## src/design/sitda_pkg.sv

```systemverilog
// Shared types, constants and the power-of-ten table for the decimal text converter.
package sitda_pkg;

    localparam int VALUE_WIDTH_DEF = 32;
    localparam int IDX_W           = 5;   // digit position, up to 19 digits at 64 bits
    localparam int POW_W           = 68;  // table entry width
    localparam int DIGIT_W         = 4;
    localparam int TRIAL_W         = 2;   // trial bit index inside one digit

    localparam logic [7:0] CH_ZERO  = 8'h30;
    localparam logic [7:0] CH_MINUS = 8'h2D;

    typedef struct packed {
        logic               load;
        logic               emit_sign;
        logic               scale_up;
        logic               clear_digit;
        logic               trial;
        logic [TRIAL_W-1:0] trial_bit;
        logic               emit_digit;
        logic               next_digit;
    } cmd_t;

    typedef struct packed {
        logic neg;
        logic scale_more;
        logic last_pos;
        logic out_free;
    } sts_t;

    function automatic logic [POW_W-1:0] pow10(input logic [IDX_W-1:0] idx);
        logic [POW_W-1:0] p;
        unique case (idx)
            5'd0:    p = 68'd1;
            5'd1:    p = 68'd10;
            5'd2:    p = 68'd100;
            5'd3:    p = 68'd1000;
            5'd4:    p = 68'd10000;
            5'd5:    p = 68'd100000;
            5'd6:    p = 68'd1000000;
            5'd7:    p = 68'd10000000;
            5'd8:    p = 68'd100000000;
            5'd9:    p = 68'd1000000000;
            5'd10:   p = 68'd10000000000;
            5'd11:   p = 68'd100000000000;
            5'd12:   p = 68'd1000000000000;
            5'd13:   p = 68'd10000000000000;
            5'd14:   p = 68'd100000000000000;
            5'd15:   p = 68'd1000000000000000;
            5'd16:   p = 68'd10000000000000000;
            5'd17:   p = 68'd100000000000000000;
            5'd18:   p = 68'd1000000000000000000;
            5'd19:   p = 68'd10000000000000000000;
            default: p = '1;  // out of range: larger than any magnitude
        endcase
        return p;
    endfunction

endpackage

```

## src/design/sitda_ctrl.sv

```systemverilog
// Sequencer: sign, scaling, per-digit restoring trials and character emission.
module sitda_ctrl (
    input  logic            clk,
    input  logic            rst_n,
    input  logic            in_valid,
    output logic            in_stall,
    input  sitda_pkg::sts_t sts,
    output sitda_pkg::cmd_t cmd
);
    import sitda_pkg::*;

    typedef enum logic [4:0] {
        ST_IDLE  = 5'b00001,
        ST_SIGN  = 5'b00010,
        ST_SCALE = 5'b00100,
        ST_TRIAL = 5'b01000,
        ST_EMIT  = 5'b10000
    } state_t;

    state_t             state_reg, state_next;
    logic [TRIAL_W-1:0] bit_reg, bit_next;

    assign in_stall = (state_reg != ST_IDLE);

    always_comb
    begin
        state_next = state_reg;
        bit_next   = bit_reg;
        cmd        = '0;
        cmd.trial_bit = bit_reg;
        unique case (state_reg)
            ST_IDLE:
            begin
                if (in_valid)
                begin
                    cmd.load   = 1'b1;
                    state_next = ST_SIGN;
                end
            end
            ST_SIGN:
            begin
                if (!sts.neg)
                begin
                    state_next = ST_SCALE;
                end
                else if (sts.out_free)
                begin
                    cmd.emit_sign = 1'b1;
                    state_next    = ST_SCALE;
                end
            end
            ST_SCALE:
            begin
                if (sts.scale_more)
                begin
                    cmd.scale_up = 1'b1;
                end
                else
                begin
                    cmd.clear_digit = 1'b1;
                    bit_next        = '1;
                    state_next      = ST_TRIAL;
                end
            end
            ST_TRIAL:
            begin
                cmd.trial = 1'b1;
                if (bit_reg == '0)
                    state_next = ST_EMIT;
                else
                    bit_next = bit_reg - TRIAL_W'(1);
            end
            ST_EMIT:
            begin
                if (sts.out_free)
                begin
                    cmd.emit_digit = 1'b1;
                    if (sts.last_pos)
                    begin
                        state_next = ST_IDLE;
                    end
                    else
                    begin
                        cmd.next_digit = 1'b1;
                        bit_next       = '1;
                        state_next     = ST_TRIAL;
                    end
                end
            end
            default:
            begin
                state_next = ST_IDLE;
            end
        endcase
    end

    always_ff @(posedge clk or negedge rst_n)
    begin
        if (!rst_n)
        begin
            state_reg <= ST_IDLE;
            bit_reg   <= '0;
        end
        else
        begin
            state_reg <= state_next;
            bit_reg   <= bit_next;
        end
    end

endmodule

```

## src/design/sitda_dp.sv

```systemverilog
// Datapath: magnitude, digit position, trial subtractor and output register.
module sitda_dp #(
    parameter int VALUE_WIDTH = sitda_pkg::VALUE_WIDTH_DEF
) (
    input  logic                          clk,
    input  logic                          rst_n,
    input  logic signed [VALUE_WIDTH-1:0] value,
    input  sitda_pkg::cmd_t               cmd,
    output sitda_pkg::sts_t               sts,
    output logic                          out_valid,
    input  logic                          out_stall,
    output logic [7:0]                    char_code,
    output logic                          last_char
);
    import sitda_pkg::*;

    localparam int DIV_W = VALUE_WIDTH + 4;

    logic [VALUE_WIDTH-1:0] mag_reg, mag_next;
    logic                   neg_reg, neg_next;
    logic [IDX_W-1:0]       idx_reg, idx_next;
    logic [DIGIT_W-1:0]     digit_reg, digit_next;
    logic                   out_valid_reg, out_valid_next;
    logic [7:0]             char_reg, char_next;
    logic                   last_reg, last_next;

    logic [VALUE_WIDTH-1:0] val_u;
    logic [DIV_W-1:0]       mag_ext;
    logic [DIV_W-1:0]       pow_next_digit;
    logic [DIV_W-1:0]       trial_div;
    logic                   fit;

    assign val_u          = value;
    assign mag_ext        = DIV_W'(mag_reg);
    assign pow_next_digit = DIV_W'(pow10(idx_reg + IDX_W'(1)));
    // 8, 4, 2 or 1 times the current power of ten
    assign trial_div      = DIV_W'(pow10(idx_reg)) << cmd.trial_bit;
    assign fit            = (mag_ext >= trial_div);

    assign sts.neg        = neg_reg;
    assign sts.scale_more = (mag_ext >= pow_next_digit);
    assign sts.last_pos   = (idx_reg == '0);
    assign sts.out_free   = !out_valid_reg || !out_stall;

    always_comb
    begin
        mag_next   = mag_reg;
        neg_next   = neg_reg;
        idx_next   = idx_reg;
        digit_next = digit_reg;
        if (cmd.load)
        begin
            // most negative value wraps to 2^(W-1), correct as unsigned
            neg_next = val_u[VALUE_WIDTH-1];
            mag_next = val_u[VALUE_WIDTH-1] ? (~val_u + VALUE_WIDTH'(1)) : val_u;
            idx_next = '0;
        end
        if (cmd.scale_up)
            idx_next = idx_reg + IDX_W'(1);
        if (cmd.clear_digit)
            digit_next = '0;
        if (cmd.trial && fit)
        begin
            mag_next                  = mag_reg - VALUE_WIDTH'(trial_div);
            digit_next[cmd.trial_bit] = 1'b1;
        end
        if (cmd.next_digit)
        begin
            idx_next   = idx_reg - IDX_W'(1);
            digit_next = '0;
        end
    end

    always_comb
    begin
        out_valid_next = out_valid_reg;
        char_next      = char_reg;
        last_next      = last_reg;
        if (cmd.emit_sign)
        begin
            out_valid_next = 1'b1;
            char_next      = CH_MINUS;
            last_next      = 1'b0;
        end
        else if (cmd.emit_digit)
        begin
            out_valid_next = 1'b1;
            char_next      = CH_ZERO + {4'b0000, digit_reg};
            last_next      = (idx_reg == '0);
        end
        else if (out_valid_reg && !out_stall)
        begin
            out_valid_next = 1'b0;
        end
    end

    always_ff @(posedge clk or negedge rst_n)
    begin
        if (!rst_n)
        begin
            out_valid_reg <= 1'b0;
            neg_reg       <= 1'b0;
            idx_reg       <= '0;
            mag_reg       <= '0;
            digit_reg     <= '0;
            char_reg      <= '0;
            last_reg      <= 1'b0;
        end
        else
        begin
            out_valid_reg <= out_valid_next;
            neg_reg       <= neg_next;
            idx_reg       <= idx_next;
            mag_reg       <= mag_next;
            digit_reg     <= digit_next;
            char_reg      <= char_next;
            last_reg      <= last_next;
        end
    end

    assign out_valid = out_valid_reg;
    assign char_code = char_reg;
    assign last_char = last_reg;

    // a held character must never be overwritten
    a_emit_free: assert property (@(posedge clk) disable iff (!rst_n)
        (cmd.emit_sign || cmd.emit_digit) |-> sts.out_free)
        else $error("character emitted into a held output slot");

    // scaling must leave the magnitude below ten times the current position
    a_trial_scaled: assert property (@(posedge clk) disable iff (!rst_n)
        cmd.trial |-> !sts.scale_more)
        else $error("digit trial started with magnitude out of range");

    // nothing may remain once the units digit goes out
    a_last_empty: assert property (@(posedge clk) disable iff (!rst_n)
        (cmd.emit_digit && sts.last_pos) |-> (mag_reg == '0))
        else $error("remainder left after the final digit");

    a_char_code: assert property (@(posedge clk) disable iff (!rst_n)
        out_valid_reg |-> (char_reg == CH_MINUS ||
                           (char_reg >= CH_ZERO && char_reg <= CH_ZERO + 8'd9)))
        else $error("output character is neither a digit nor a minus sign");

    a_minus_not_last: assert property (@(posedge clk) disable iff (!rst_n)
        (out_valid_reg && char_reg == CH_MINUS) |-> !last_reg)
        else $error("minus sign flagged as final character");

endmodule

```

## src/design/signed_int_to_decimal_ascii.sv

```systemverilog
// Top level: signed integer to decimal ASCII text converter.
//
//  channel   direction  handshake              payload
//  input     in         in_valid / in_stall    value (VALUE_WIDTH, signed)
//  output    out        out_valid / out_stall  char_code (8), last_char (1)
//
//  One number at a time; in_stall is high from acceptance until the last
//  character has been placed in the output register.
//  Steps per number: accept, a sign step (the minus goes out here when
//  negative), scaling steps up to the leading digit and one exit step,
//  then per digit 4 restoring trials against 8x/4x/2x/1x the power of
//  ten and one emit step, most significant digit first.
//  All trials share the single trial subtractor and the power-of-ten table.
//  Output stalls hold the sequencer at the sign or emit step; no data is lost.
//  Reset (rst_n low, asynchronous) returns to idle with the output empty.
module signed_int_to_decimal_ascii #(
    parameter int VALUE_WIDTH = sitda_pkg::VALUE_WIDTH_DEF
) (
    input  logic                          clk,
    input  logic                          rst_n,
    input  logic                          in_valid,
    output logic                          in_stall,
    input  logic signed [VALUE_WIDTH-1:0] value,
    output logic                          out_valid,
    input  logic                          out_stall,
    output logic [7:0]                    char_code,
    output logic                          last_char
);
    import sitda_pkg::*;

    cmd_t cmd;
    sts_t sts;

    sitda_ctrl u_ctrl (
        .clk      (clk),
        .rst_n    (rst_n),
        .in_valid (in_valid),
        .in_stall (in_stall),
        .sts      (sts),
        .cmd      (cmd)
    );

    sitda_dp #(
        .VALUE_WIDTH (VALUE_WIDTH)
    ) u_dp (
        .clk       (clk),
        .rst_n     (rst_n),
        .value     (value),
        .cmd       (cmd),
        .sts       (sts),
        .out_valid (out_valid),
        .out_stall (out_stall),
        .char_code (char_code),
        .last_char (last_char)
    );

endmodule

```

## config.mk

```make
export PLATFORM = sky130hd
export DESIGN_NAME = signed_int_to_decimal_ascii
export DESIGN_NICKNAME = d
export VERILOG_FILES = /design/src/design/sitda_pkg.sv /design/src/design/sitda_ctrl.sv /design/src/design/sitda_dp.sv /design/src/design/signed_int_to_decimal_ascii.sv
export SDC_FILE = /design/constraint.sdc
export NUM_CORES = 1
export LEC_CHECK = 0
export BUFFER_PORTS_ARGS = -buffer_cell sky130_fd_sc_hd__clkbuf_2
export CORE_MARGIN = 4
export CORE_UTILIZATION = 58
export CTS_CLUSTER_SIZE = 28
export DETAILED_ROUTE_END_ITERATION = 7
export HOLD_SLACK_MARGIN = 0.1
export PLACE_DENSITY = 0.76
export SLEW_MARGIN = 40
export SYNTH_ARGS = -nofsm -noshare
export SYNTH_HDL_FRONTEND = slang
export SYNTH_MEMORY_MAX_BITS = 65536
export SYNTH_SLANG_ARGS = --single-unit
export TNS_END_PERCENT = 20
```

## constraint.sdc

```tcl
create_clock -name clk -period 5.6 [get_ports clk]
set_input_delay 0.28 -clock clk [delete_from_list [all_inputs] [get_ports clk]]
set_output_delay 0.28 -clock clk [all_outputs]
set_load 0.02 [all_outputs]
```

== After elaboration in Yosys (flattened, before gate mapping) ==
Memory sizes are Yosys's and may differ from the RTL's.
Cells that the tools add are included.
Storage, ports and cells
  output and inout port bits: 11
  register bits: 59
  word-level logic and storage cells: 95
  input port bits: 36
  memories kept: 2
  ROM bits: 4352
Memory list
  (name not given): words 32, width 68, rd ports 1, clocked after Yosys merged registers in 0, write ports 0, line sitda_pkg.sv:33  | unique case (idx)
  (name not given): words 32, width 68, rd ports 1, clocked after Yosys merged registers in 0, write ports 0, line sitda_pkg.sv:33
Operators by class
  bitwise operators: 2
  $lt $le $gt $ge: 4
  reductions and logical operators: 15
  multiplexer cells: 43
  eq/ne operators: 13
  shift operators: 1
  add/sub/neg operators: 6
Operators with widths (number)
  32-bit 2-to-1 mux: 3
  32-bit by 36-bit greater-or-equal comparator with 1-bit output: 2
  5-bit 2-to-1 mux: 9
  36-bit by 2-bit left shift with 36-bit output: 1
  32-bit by 1-bit adder with 32-bit output, second input constant: 1
  32-bit inverter: 1
  32-bit subtractor: 1
  5-bit one-hot mux with 5 select lines: 1
  4-bit 2-to-1 mux: 4
  8-bit 2-to-1 mux: 2
  1-bit 2-to-1 mux: 15
  2-bit 2-to-1 mux: 7
  2-bit inequality test, second input constant: 5
  5-bit AND reduction: 2
  3-bit nonzero test: 3
  6-bit by 4-bit adder with 7-bit output, first input constant: 1
  2-bit one-hot mux with 3 select lines: 1
  5-bit by 1-bit adder with 5-bit output, second input constant: 1
  5-bit by 1-bit equality test with 1-bit output, second input constant: 1
  5-bit by 2-bit equality test with 1-bit output, second input constant: 1
  5-bit by 3-bit equality test with 1-bit output, second input constant: 1
  5-bit by 4-bit equality test with 1-bit output, second input constant: 1
  5-bit equality test, second input constant: 1
  5-bit logical NOT: 1
  14 further kinds: 18

== Depth between registers and ports, before layout ==
An unclocked memory read counts as a cell.
  depth in word-level cells: 9
  gate-level depth with buffers: 21
  gate-level depth less buffers: 18

== Hierarchy ==
Synthesis repeated with hierarchy kept, for this count alone.
Unflattened totals
  cells, all modules: 1115
  area, all modules: 8180.3 um^2
Modules (own cells, without submodules)
  sitda_dp: sequential area each 1251.2 um^2, times used 1, area each 7681.1 um^2, cells each 1052
  sitda_ctrl: sequential area each 176.4 um^2, times used 1, area each 499.2 um^2, cells each 63

== Least setup slack after synthesis ==
Ideal clock, no wire load.
  path kind: register -> register
  start: register u_dp.idx_reg[0]
  end: register u_dp.mag_reg[28]
  arrival: 4.104 ns
  setup slack: 1.420 ns
  clock period less this slack: 4.180 ns
  path buffers: 2
  stages on the path, launching flop included: 18
  data required time: 5.524 ns
  library setup time: 0.076 ns
  cell sequence: dfrtp_1 > clkinv_1 > ha_1 > clkbuf_1 > nand2_1 > a32o_1 > nor2_1 > a21oi_1 > mux2_2 > ha_1 > clkbuf_1 > nand4_1 > nor4_1 > nand2_1 > o31ai_1 > o31ai_4 > or3b_2 > o21ai_1
On the way
  word-level cells in the longest chain between the ends: 5
  elaborated cells on any way between the ends: 7
  classes of those cells: add/sub: 1; order compare: 1; shift: 1; mux: 1; reduce/logical: 2; memory: 1
RTL lines
  start: declaration: line sitda_dp.sv:21  | logic [IDX_W-1:0] idx_reg, idx_next;
  start signal: assignment: line sitda_dp.sv:113  | idx_reg <= idx_next;
  memory 32 x 68 bit *
  36-bit by 2-bit left shift with 36-bit output *: line sitda_dp.sv:37  | assign trial_div = DIV_W'(pow10(idx_reg)) << cmd.trial_bit;
  32-bit by 36-bit greater-or-equal comparator with 1-bit output: line sitda_dp.sv:38  | assign fit = (mag_ext >= trial_div);
  1-bit logical AND: line sitda_dp.sv:62  | if (cmd.trial && fit)
  32-bit 2-to-1 mux or 2-bit nonzero test (tied branches)
  end signal: assignment: line sitda_dp.sv:114  | mag_reg <= mag_next;
  end: declaration: line sitda_dp.sv:19  | logic [VALUE_WIDTH-1:0] mag_reg, mag_next;
Every way passes the cells marked *; elsewhere a longest branch is shown, timed or not.
A chain may end at the register's enable or synchronous reset.

== Worst setup path after layout ==
  start: register u_dp.idx_reg[1]
  end: register u_dp.mag_reg[27]
The elaborated chain is that of the path after synthesis.

==> qor.csv <==
metric,value,unit
status,finished clean,
yosysTopAreaCellShare,17.22,%
critPathBufInv,1,
power_density,650.2,mW/mm²
preCtsSetupSlack,511.9,ps
synth_xor_xnor_area_share,6.336,%
fin_nets,1276,
crit_type,reg2reg,
rows,43,
grt_usage,33.00,%
wl_per_cell,19.73,µm
synth_seq_area_share,17.55,%
final_cell_mix,"152 x nand2_1, 149 x o21ai_0, 120 x a21oi_1",
cp_max_fo,18,
die_y,126.4,µm
critPathSlowestCell,ha_1,
ys_warn_count,0,
synth_top_family_by_area,compound AO/OA/AOI/OAI gates,
routed_wl,26340,µm
drt_first_iter_violations,1047,
fin_crit,5208,ps
cp_top_family,compound AO/OA/AOI/OAI gates,
yosys_register_bits,57,
synth_area_per_cell,7.100,µm²
cap_violations,0,
slew_violations,0,
final.setup.tns,0,ps
grt_max_degree,72,
cp-start-kind,register,
clkSlewWorstSetupHoldPaths,60,ps
place_congestion,1.036,
synth_edf_count,0,
synth_top_area_cell,dfrtp_1,
ant_nets,0,
largest_reg_flops,32,
syn_to_final_growth,7.720,%
cts_made_buffers,9,
root_buffer,clkbuf_16,
fillers,1287,
timing.final.crit_share,93.00,%
vias,8777,
cp.required,5870,ps
setup_ws,392.1,ps
final-hold-violation-count,0,
synth.distinct_cells,69,
synth_compound_area_share,32.19,%
finalSetupViolations,0,
layout-drive-gt1-share,8.745,%
final_common_cell,nand2_1,
io_pins,47,
drc_errors,0,
synth-simple-area-share,20.68,%
fin_skew,10.10,ps
start_util,58.85,%
p_leak,3.870,nW
cts_hold_buf,0,
crit_path_end_kind,register,
cts_htree_levels,3,
synth_fa_ha_area_share,13.93,%
synth_ff_type,dfrtp_1,
port_buffers,44,
num_antenna_cells,0,
rsz0062_at_grt,no,
placed_area,0.008442,mm²
worst_hold_slack,135.4,ps
synthTopCellsByArea,"dfrtp_1 17%, ha_1 14%, o21ai_0 9.2%",
worstSkewPairLatency,340,ps
tightest_slew,830.4,ps
synthMuxAreaShare,3.998,%
dp_cells,1318,
grt_pass1_vias,8057,
fin_total_pwr,5.699,mW
antenna_found_initial,0,
synthCells,1146,
path_cells,inv_1 -> ha_1 -> nand2_1 -> a21oi_1 -> a211o_1 -> o21ai_0 -> mux2_2 -> ha_1 -> nand4_1 -> a211oi_1 -> o21ai_1 -> a211oi_1 -> nor2_1 -> or4_1 -> a31o_2 -> o21ai_1,
async_flop_share,100.0,%
fin_cells,1335,
hpwlAfterDp,20140,µm
cts_tree,yes,
design_area,0.008765,mm²
vias_per_cell,6.575,
cts_resized,0,
grt_pass1_wl,43080,µm
irDropWorstVdd,0.3373,mV
fmax,0.1920,GHz
syn_area,0.008137,mm²
cts_buffer_depth,2,
cts_setup_buffers,0,
slowest_delay,670,ps
die_area,0.01599,mm²
crit_arrival,5480,ps
slew_headroom,44.06,%
postLayoutCoreUtil,63.39,%
grt_overflow,0,
hp-class,in2reg,
numClockSinks,57,
drtPass1Iterations,6,
core-area,0.01383,mm²
die_w,126.4,µm
==> cell families (layout without fill, tap and decap cells) <==
| group | after synthesis | in the layout |
|---|---|---|
| mux | 32 | 32 |
| buf+inv | 108 | 116 |
| simple gates | 366 | 366 |
| flops | 57 | 57 |
| fa+ha+maj | 90 | 90 |
| xor+xnor | 58 | 58 |
| compound gates | 434 | 434 |
| other cells | 1 | 2 |
==> metal layers <==
layer	GRT usage, %	share of wire (%)	vias to the layer above
met5	0	0	-
met4	12.37	3.8	0
met3	6.105	9.6	73
met2	47.07	42	448
met1	49.32	45	4063
li1	-	-	4193
==> power by group <==
| group | switching [mW] | internal (mW) |
|---|---|---|
| clock | 0.233 | 0.353 |
| combinational | 2.66 | 1.62 |
| sequential | 0.250 | 0.588 |
| total | 3.14 | 2.56 |
==> path summary, 6_finish.rpt <==
| check | start | endpoint | slack (ps) | depth (start not counted) |
|---|---|---|---|---|
| min in group asynchronous | rst_n | u_dp.mag_reg[31]$_DFFE_PN0P_ | 520 | 3 |
| max in group asynchronous | rst_n | u_ctrl.state_reg[2]$_DFFE_PN0P_ | 4610 | 3 |
| hold reg to reg | u_dp.char_code[5]$_DFFE_PN0P_ | u_dp.char_code[5]$_DFFE_PN0P_ | 480 | 1 |
| setup / recovery | u_dp.idx_reg[1]$_DFFE_PN0P_ | u_dp.mag_reg[27]$_DFFE_PN0P_ | 390 | 16 |
| hold / removal | in_valid | u_ctrl.state_reg[0]$_DFFE_PN1P_ | 140 | 2 |
| setup reg to reg | u_dp.idx_reg[1]$_DFFE_PN0P_ | u_dp.mag_reg[27]$_DFFE_PN0P_ | 390 | 16 |
==> worst reg2reg max path, stage by stage (launching register included) <==
cell and delay, ps:
dfrtp_1 580, inv_1 300, ha_1 680, nand2_1 240
a21oi_1 200, a211o_1 150, o21ai_0 120, mux2_2 330
ha_1 420, nand4_1 160, a211oi_1 230, o21ai_1 160
a211oi_1 510, nor2_1 210, or4_1 550, a31o_2 220
o21ai_1 80
==> synth_stat cells, types with 5 or more instances <==
master / number
nand2_1: 152
o21ai_0: 149
a21oi_1: 120
ha_1: 89
nor2_1: 88
dfrtp_1: 56
clkbuf_1: 55
xor2_1: 37
inv_1: 31
mux2i_1: 28
nor3_1: 22
a21o_1: 21
o31ai_1: 20
xnor2_1: 20
nand3_1: 19
a211oi_1: 15
nand4_1: 14
nor2b_1: 14
o21ai_1: 14
nand2b_1: 13
a31oi_1: 9
o211ai_1: 9
or4_1: 8
a22o_1: 7
buf_2: 7
o21a_1: 7
o22ai_1: 7
o41ai_1: 7
buf_1: 6
o21bai_1: 6
a211o_1: 5
a22oi_1: 5
and2_1: 5
and3_1: 5
nand3b_1: 5
nor4_1: 5
==> cell type report <==
cell class                      instances  area, µm²  area share, %
Clock buffer                            9      225.2          2.570
Sequential cell                        57       1428          16.29
Clock inverter                          7      83.83         0.9565
Timing Repair Buffer                   64      376.6          4.297
Inverter                               36      135.1          1.542
Multi-Input combinational cell        982       6291          71.78
Tap cell                              180      225.2          2.570
Power figures use the tool's default switching activity.
